--- src/rtl/gmte_pkg.sv ---
`default_nettype none
package gmte_pkg;

	localparam int CHAR_W  = 8;
	localparam int TIME_W  = 27;
	localparam int CFG_W   = 24;
	localparam int QBITS   = 27;
	localparam int FRACW   = 30;
	localparam int FD_W    = 4;

	localparam logic [TIME_W-1:0] DAY_MS      = 27'd86400000;
	localparam logic [TIME_W-1:0] MOVE_CAP    = 27'd86399999;
	localparam logic [CFG_W-1:0]  FEED_RESET  = 24'd7500;
	localparam logic [15:0]       MS_PER_MIN  = 16'd60000;
	localparam logic [7:0]        G_ABS       = 8'd90;
	localparam logic [7:0]        G_REL       = 8'd91;

	typedef enum logic [2:0] {
		L_NONE, L_G, L_M, L_X, L_Y, L_Z, L_S, L_F
	} letter_t;

	typedef enum logic [3:0] {
		ST_IDLE, ST_DECODE, ST_FRAC_SETUP, ST_FRAC_DIV, ST_WORD, ST_SQ_PREP,
		ST_SQ_MUL, ST_SQ_DRAIN, ST_SQRT, ST_SCALE, ST_DIV_SETUP, ST_DIV, ST_RESULT
	} state_t;

	typedef struct packed {
		logic       accept;
		logic       decode;
		logic       frac_setup;
		logic       div_step;
		logic       word_commit;
		logic       sq_prep;
		logic       sq_mul;
		logic       sqrt_step;
		logic       scale;
		logic       div_setup;
		logic       result;
		logic [1:0] axis;
		logic [1:0] part;
	} cmd_t;

	typedef struct packed {
		logic eol;
		logic skipped;
		logic word_end;
		logic need_frac;
		logic feed_bad;
		logic out_busy;
	} sts_t;

	function automatic logic [FRACW-1:0] pow10(input logic [FD_W-1:0] n);
		logic [FRACW-1:0] r;
		case (n)
			4'd0: r = 30'd1;
			4'd1: r = 30'd10;
			4'd2: r = 30'd100;
			4'd3: r = 30'd1000;
			4'd4: r = 30'd10000;
			4'd5: r = 30'd100000;
			4'd6: r = 30'd1000000;
			4'd7: r = 30'd10000000;
			4'd8: r = 30'd100000000;
			4'd9: r = 30'd1000000000;
			default: r = 30'd1;
		endcase
		return r;
	endfunction

endpackage
`default_nettype wire

--- src/rtl/gmte_ctrl.sv ---
`default_nettype none
module gmte_ctrl #(
	parameter int FRAC = 16,
	parameter int INTB = 24
) (
	input  wire logic           clk,
	input  wire logic           arst_n,
	input  wire logic           in_valid,
	output logic                in_ready,
	input  wire gmte_pkg::sts_t sts,
	output gmte_pkg::cmd_t      cmd
);
	localparam int RW      = INTB + FRAC + 2;
	localparam int MAXSTEP = (RW > gmte_pkg::QBITS) ? RW : gmte_pkg::QBITS;
	localparam int CNTW    = $clog2(MAXSTEP);

	gmte_pkg::state_t state_q, state_d;
	logic [CNTW-1:0]  cnt_q;
	logic [1:0]       axis_q, part_q;
	logic             last_mul;

	assign last_mul = (axis_q == 2'd2) && (part_q == 2'd2);

	// next state
	always_comb begin
		state_d = state_q;
		case (state_q)
			gmte_pkg::ST_IDLE: begin
				if (in_valid) state_d = gmte_pkg::ST_DECODE;
			end
			gmte_pkg::ST_DECODE: begin
				if (sts.eol && sts.skipped) state_d = gmte_pkg::ST_RESULT;
				else if (sts.eol || sts.word_end)
					state_d = sts.need_frac ? gmte_pkg::ST_FRAC_SETUP : gmte_pkg::ST_WORD;
				else state_d = gmte_pkg::ST_IDLE;
			end
			gmte_pkg::ST_FRAC_SETUP: state_d = gmte_pkg::ST_FRAC_DIV;
			gmte_pkg::ST_FRAC_DIV: begin
				if (cnt_q == '0) state_d = gmte_pkg::ST_WORD;
			end
			gmte_pkg::ST_WORD: state_d = sts.eol ? gmte_pkg::ST_SQ_PREP : gmte_pkg::ST_IDLE;
			gmte_pkg::ST_SQ_PREP: state_d = gmte_pkg::ST_SQ_MUL;
			gmte_pkg::ST_SQ_MUL: begin
				if (last_mul) state_d = gmte_pkg::ST_SQ_DRAIN;
			end
			gmte_pkg::ST_SQ_DRAIN: state_d = sts.feed_bad ? gmte_pkg::ST_RESULT : gmte_pkg::ST_SQRT;
			gmte_pkg::ST_SQRT: begin
				if (cnt_q == '0) state_d = gmte_pkg::ST_SCALE;
			end
			gmte_pkg::ST_SCALE: state_d = gmte_pkg::ST_DIV_SETUP;
			gmte_pkg::ST_DIV_SETUP: state_d = gmte_pkg::ST_DIV;
			gmte_pkg::ST_DIV: begin
				if (cnt_q == '0) state_d = gmte_pkg::ST_RESULT;
			end
			gmte_pkg::ST_RESULT: begin
				if (!sts.out_busy) state_d = gmte_pkg::ST_IDLE;
			end
			default: state_d = gmte_pkg::ST_IDLE;
		endcase
	end

	// commands
	always_comb begin
		cmd      = '0;
		cmd.axis = axis_q;
		cmd.part = part_q;
		in_ready = 1'b0;
		case (state_q)
			gmte_pkg::ST_IDLE: begin
				in_ready   = 1'b1;
				cmd.accept = in_valid;
			end
			gmte_pkg::ST_DECODE:     cmd.decode      = 1'b1;
			gmte_pkg::ST_FRAC_SETUP: cmd.frac_setup  = 1'b1;
			gmte_pkg::ST_FRAC_DIV:   cmd.div_step    = 1'b1;
			gmte_pkg::ST_WORD:       cmd.word_commit = 1'b1;
			gmte_pkg::ST_SQ_PREP:    cmd.sq_prep     = 1'b1;
			gmte_pkg::ST_SQ_MUL:     cmd.sq_mul      = 1'b1;
			gmte_pkg::ST_SQRT:       cmd.sqrt_step   = 1'b1;
			gmte_pkg::ST_SCALE:      cmd.scale       = 1'b1;
			gmte_pkg::ST_DIV_SETUP:  cmd.div_setup   = 1'b1;
			gmte_pkg::ST_DIV:        cmd.div_step    = 1'b1;
			gmte_pkg::ST_RESULT:     cmd.result      = !sts.out_busy;
			default: cmd = '0;
		endcase
	end

	always_ff @(posedge clk or negedge arst_n) begin
		if (!arst_n) begin
			state_q <= gmte_pkg::ST_IDLE;
			cnt_q   <= '0;
			axis_q  <= '0;
			part_q  <= '0;
		end else begin
			state_q <= state_d;
			case (state_q)
				gmte_pkg::ST_FRAC_SETUP: cnt_q <= CNTW'(FRAC - 1);
				gmte_pkg::ST_SQ_DRAIN:   cnt_q <= CNTW'(RW - 1);
				gmte_pkg::ST_DIV_SETUP:  cnt_q <= CNTW'(gmte_pkg::QBITS - 1);
				gmte_pkg::ST_FRAC_DIV, gmte_pkg::ST_SQRT, gmte_pkg::ST_DIV: cnt_q <= cnt_q - 1'b1;
				gmte_pkg::ST_SQ_PREP: begin
					axis_q <= '0;
					part_q <= '0;
				end
				gmte_pkg::ST_SQ_MUL: begin
					if (part_q == 2'd2) begin
						part_q <= '0;
						axis_q <= axis_q + 1'b1;
					end else begin
						part_q <= part_q + 1'b1;
					end
				end
				default: cnt_q <= cnt_q;
			endcase
		end
	end
endmodule
`default_nettype wire

--- config.mk ---
export PLATFORM = sky130hd
export DESIGN_NAME = gmte_ctrl
export DESIGN_NICKNAME = d
export VERILOG_FILES = /design/src/rtl/gmte_pkg.sv /design/src/rtl/gmte_ctrl.sv
export SDC_FILE = /design/constraint.sdc
export NUM_CORES = 1
export LEC_CHECK = 0
export BUFFER_PORTS_ARGS = -buffer_cell sky130_fd_sc_hd__clkbuf_2
export CAP_MARGIN = 20
export CORE_UTILIZATION = 56
export CTS_BUF_LIST = sky130_fd_sc_hd__clkbuf_2 sky130_fd_sc_hd__clkbuf_4 sky130_fd_sc_hd__clkbuf_8
export CTS_CLUSTER_SIZE = 25
export DETAILED_ROUTE_END_ITERATION = 7
export GPL_TIMING_DRIVEN = 0
export PLACE_DENSITY_LB_ADDON = 0.05
export SLEW_MARGIN = 0
export SYNTH_ARGS = -nofsm -noshare
export SYNTH_HDL_FRONTEND = slang
export SYNTH_SLANG_ARGS = --single-unit
--- constraint.sdc ---
create_clock -name clk -period 2.1 [get_ports clk]
set_clock_uncertainty 0.2 [all_clocks]
set_input_delay 0.105 -clock clk [delete_from_list [all_inputs] [get_ports clk]]
set_output_delay 0.105 -clock clk [all_outputs]
set_load 0.02 [all_outputs]
==> impl_metrics.csv <==
group,metric,value,unit
critical_path,r2r_cells,6,
timing,finalSetupViolations,0,
timing,setup_slack,79.8,ps
clock_tree,path_clk_slew,90,ps
clock_tree,cts_buffer_depth,2,
routing,final_antenna_net_count,0,
cells_and_area,syn2layout_area_growth,18.7,%
critical_path,critPathKind,"register to output port",
synth,ys_types,50,
die,top_level_ports,25,
placement,placed_area,0.00133,sq mm
flow_run,cap_violations,0,
cells_and_area,drive_above_1_share,31.3,%
die,rows,16,
critical_path,critPathSlowestCell,"dfrtp_1",
critical_path,reg2reg_from,"cnt_q[0]",
routing,wl_per_cell,14.6,um
power_and_ir_drop,powerDensity,1460,mW/mm^2
placement,dp_slack,154,ps
timing,fmax,495,MHz
critical_path,cp-endpoint,"cmd[3]",
cells_and_area,multi_input_area,726,sq um
run_status,status,"finished clean",
clock_tree,cts_tree,"built",
critical_path,arrival,1720,ps
timing,drv_slew,0,
global_routing,first_global_vias,974,
timing,tightest_slew,389,ps
power_and_ir_drop,power,2030,uW
clock_tree,cts_sinks,14,
die,die_width,47.7,um
synth,ys_ff_latch,14,
synth,ys.flop_type,"dfrtp_1",
critical_path,endpoint_kind,"output port",
clock_tree,clock_latency,280,ps
critical_path,cpPeakStageDelay,380,ps
hold_path,hp-class,"input pin to register",
synth,synth_edf_count,0,
timing,fin_crit_sh,96.2,%
power_and_ir_drop,p_leak,0.000647,uW
clock_tree,post_cts_buffers,0,
cells_and_area,final-seq-area,352,sq um
placement,place_hpwl,1980,um
die,core,0.00196,sq mm
hold_path,hp-start,"in_valid",
power_and_ir_drop,irDropWorstVdd,843,uV
global_routing,grt_pass1_wl,4250,um
timing,period_minus_slack,2020,ps
synth,synthCells,133,
cells_and_area,finish.instance_area,0.00139,sq mm
clock_tree,cts-htree-levels,1,
critical_path,cpMostUsedCell,"buf_4",
hold_path,whs_path_depth,4,
routing,drc,0,
synth,ys_seq_area_share,29.9,%
timing,slew-limit-headroom,73.8,%
routing,drt-vias-per-instance,5.93,
routing,finalWirelength,2780,um
global_routing,grt_max_degree,15,
cells_and_area,layout_commonest_cell,"clkbuf_2",
synth,async_flop_share,100,%
cells_and_area,num_antenna_cells,0,
synth,synth_nets,144,
timing,fin_setup_tns,0,ps
timing,hold_viol_final,0,
cells_and_area,final_core_util,70.9,%
cells_and_area,layout_common_cells,"23 x clkbuf_2, 13 x dfrtp_1, 9 x inv_1, 9 x o21ai_0",
critical_path,crit_fanout,10,
synth,netlist_area,0.00117,sq mm
critical_path,cp.required,1790,ps
synth,syn_area_per_cell,8.81,sq um
critical_path,rrSetupSlack,120,ps
routing,via_count,1127,
clock_tree,cts_buffers,3,
global_routing,antenna_found_initial,0,
global_routing,grt-ovfl-total,0,
die,start_util,59.7,%
clock_tree,cts-root-buf,"clkbuf_4",
global_routing,gr-usage-all-layers,27.0,%
die,die_y,47.7,um
cells_and_area,fin_nets,175,
placement,place_congestion,0.843,
routing,drt-initial-drc-count,34,
die,dieArea,0.00228,sq mm
synth,yosys_warnings,0,
critical_path,crit_chain,"buf_4 -> buf_4 -> maj3_2 -> nand2_1 -> and2_1 -> buf_4",
routing,firstDrtPassIters,4,
critical_path,timing.rr.end,"state_q[0]",
critical_path,startpoint,"state_q[0]",
cells_and_area,n_fill_cell,173,
placement,io_buffer_count,24,
critical_path,start_kind,"register",
final cells by class:
cell class                 instances  share of cell area (%)
clock buffer                       4                    2.61
buffer                             8                    4.23
timing repair buffer              26                    10.3
tap                               27                    2.43
inverter                          11                    2.97
sequential                        14                    25.3
multi-input combinational        100                    52.2
layer usage:
layer	global-route usage (%)	wire (um)
met5	0	0
met4	11.1	38
met3	5.28	163
met2	43.0	1260
met1	35.9	1320
repair_timing:
action                     4_1_cts  5_1_grt
hold endpoints to repair        15        0
hold buffers                     2        0
gates resized for setup          1        8
setup endpoints to repair        2        5
flip-flops by register name, summed over array words and instances (netlist names):
signal,flops
axis_q,2
state_q,4
part_q,2
cnt_q,6
metrics by stage:
step	hold WS (ps)	instances
3_5_place_dp	-160	184
4_1_cts	68.7	190
3_3_place_gp	-166	184
5_1_grt	81.9	190
6_report	71.3	190
2_1_floorplan	-391	133
synth_stat cells, drive strengths merged, types with 3 or more instances:
cell	number	share of area [%]
dfrtp	14	30
o21ai	13	5.6
inv	11	3.5
a21oi	8	3.4
nor2	8	2.6
buf	7	4.4
nand3	7	3.8
nand2b	6	3.2
nand2	5	1.6
nor2b	4	2.4
nor3	4	1.7
and2	3	1.6
nand3b	3	1.9
o22ai	3	1.6
where the power goes:
part / internal (uW) / switching [uW]
Sequential: 373 / 128
Clock: 106 / 95.4
Combinational: 582 / 749
Total: 1060 / 973
cells by family after synthesis:
kind of cell	Yosys count	synth area share, %
AOI/OAI and AO/OA	43	26.7
adders and majority gates	3	2.99
buffers and inverters	19	8.23
DFF	14	29.9
muxes	1	1.28
and+or+nand+nor	53	30.9
worst min path at each step:
stage	endpoint	slack, ps
after floorplan	axis_q[0]	-390
after global placement	cnt_q[4]	-170
after detailed placement	cnt_q[4]	-160
after CTS	cnt_q[4]	70
after global routing	state_q[2]	80
final	state_q[2]	70
worst max-delay path, delay by kind of cell (launching register included):
kind	cells	cell delay [ps]
and+or+nand+nor	2	220
buffers and inverters	3	500
adders and majority gates	1	330
DFF	1	380
Note: power is estimated with default switching activity, not from simulation.
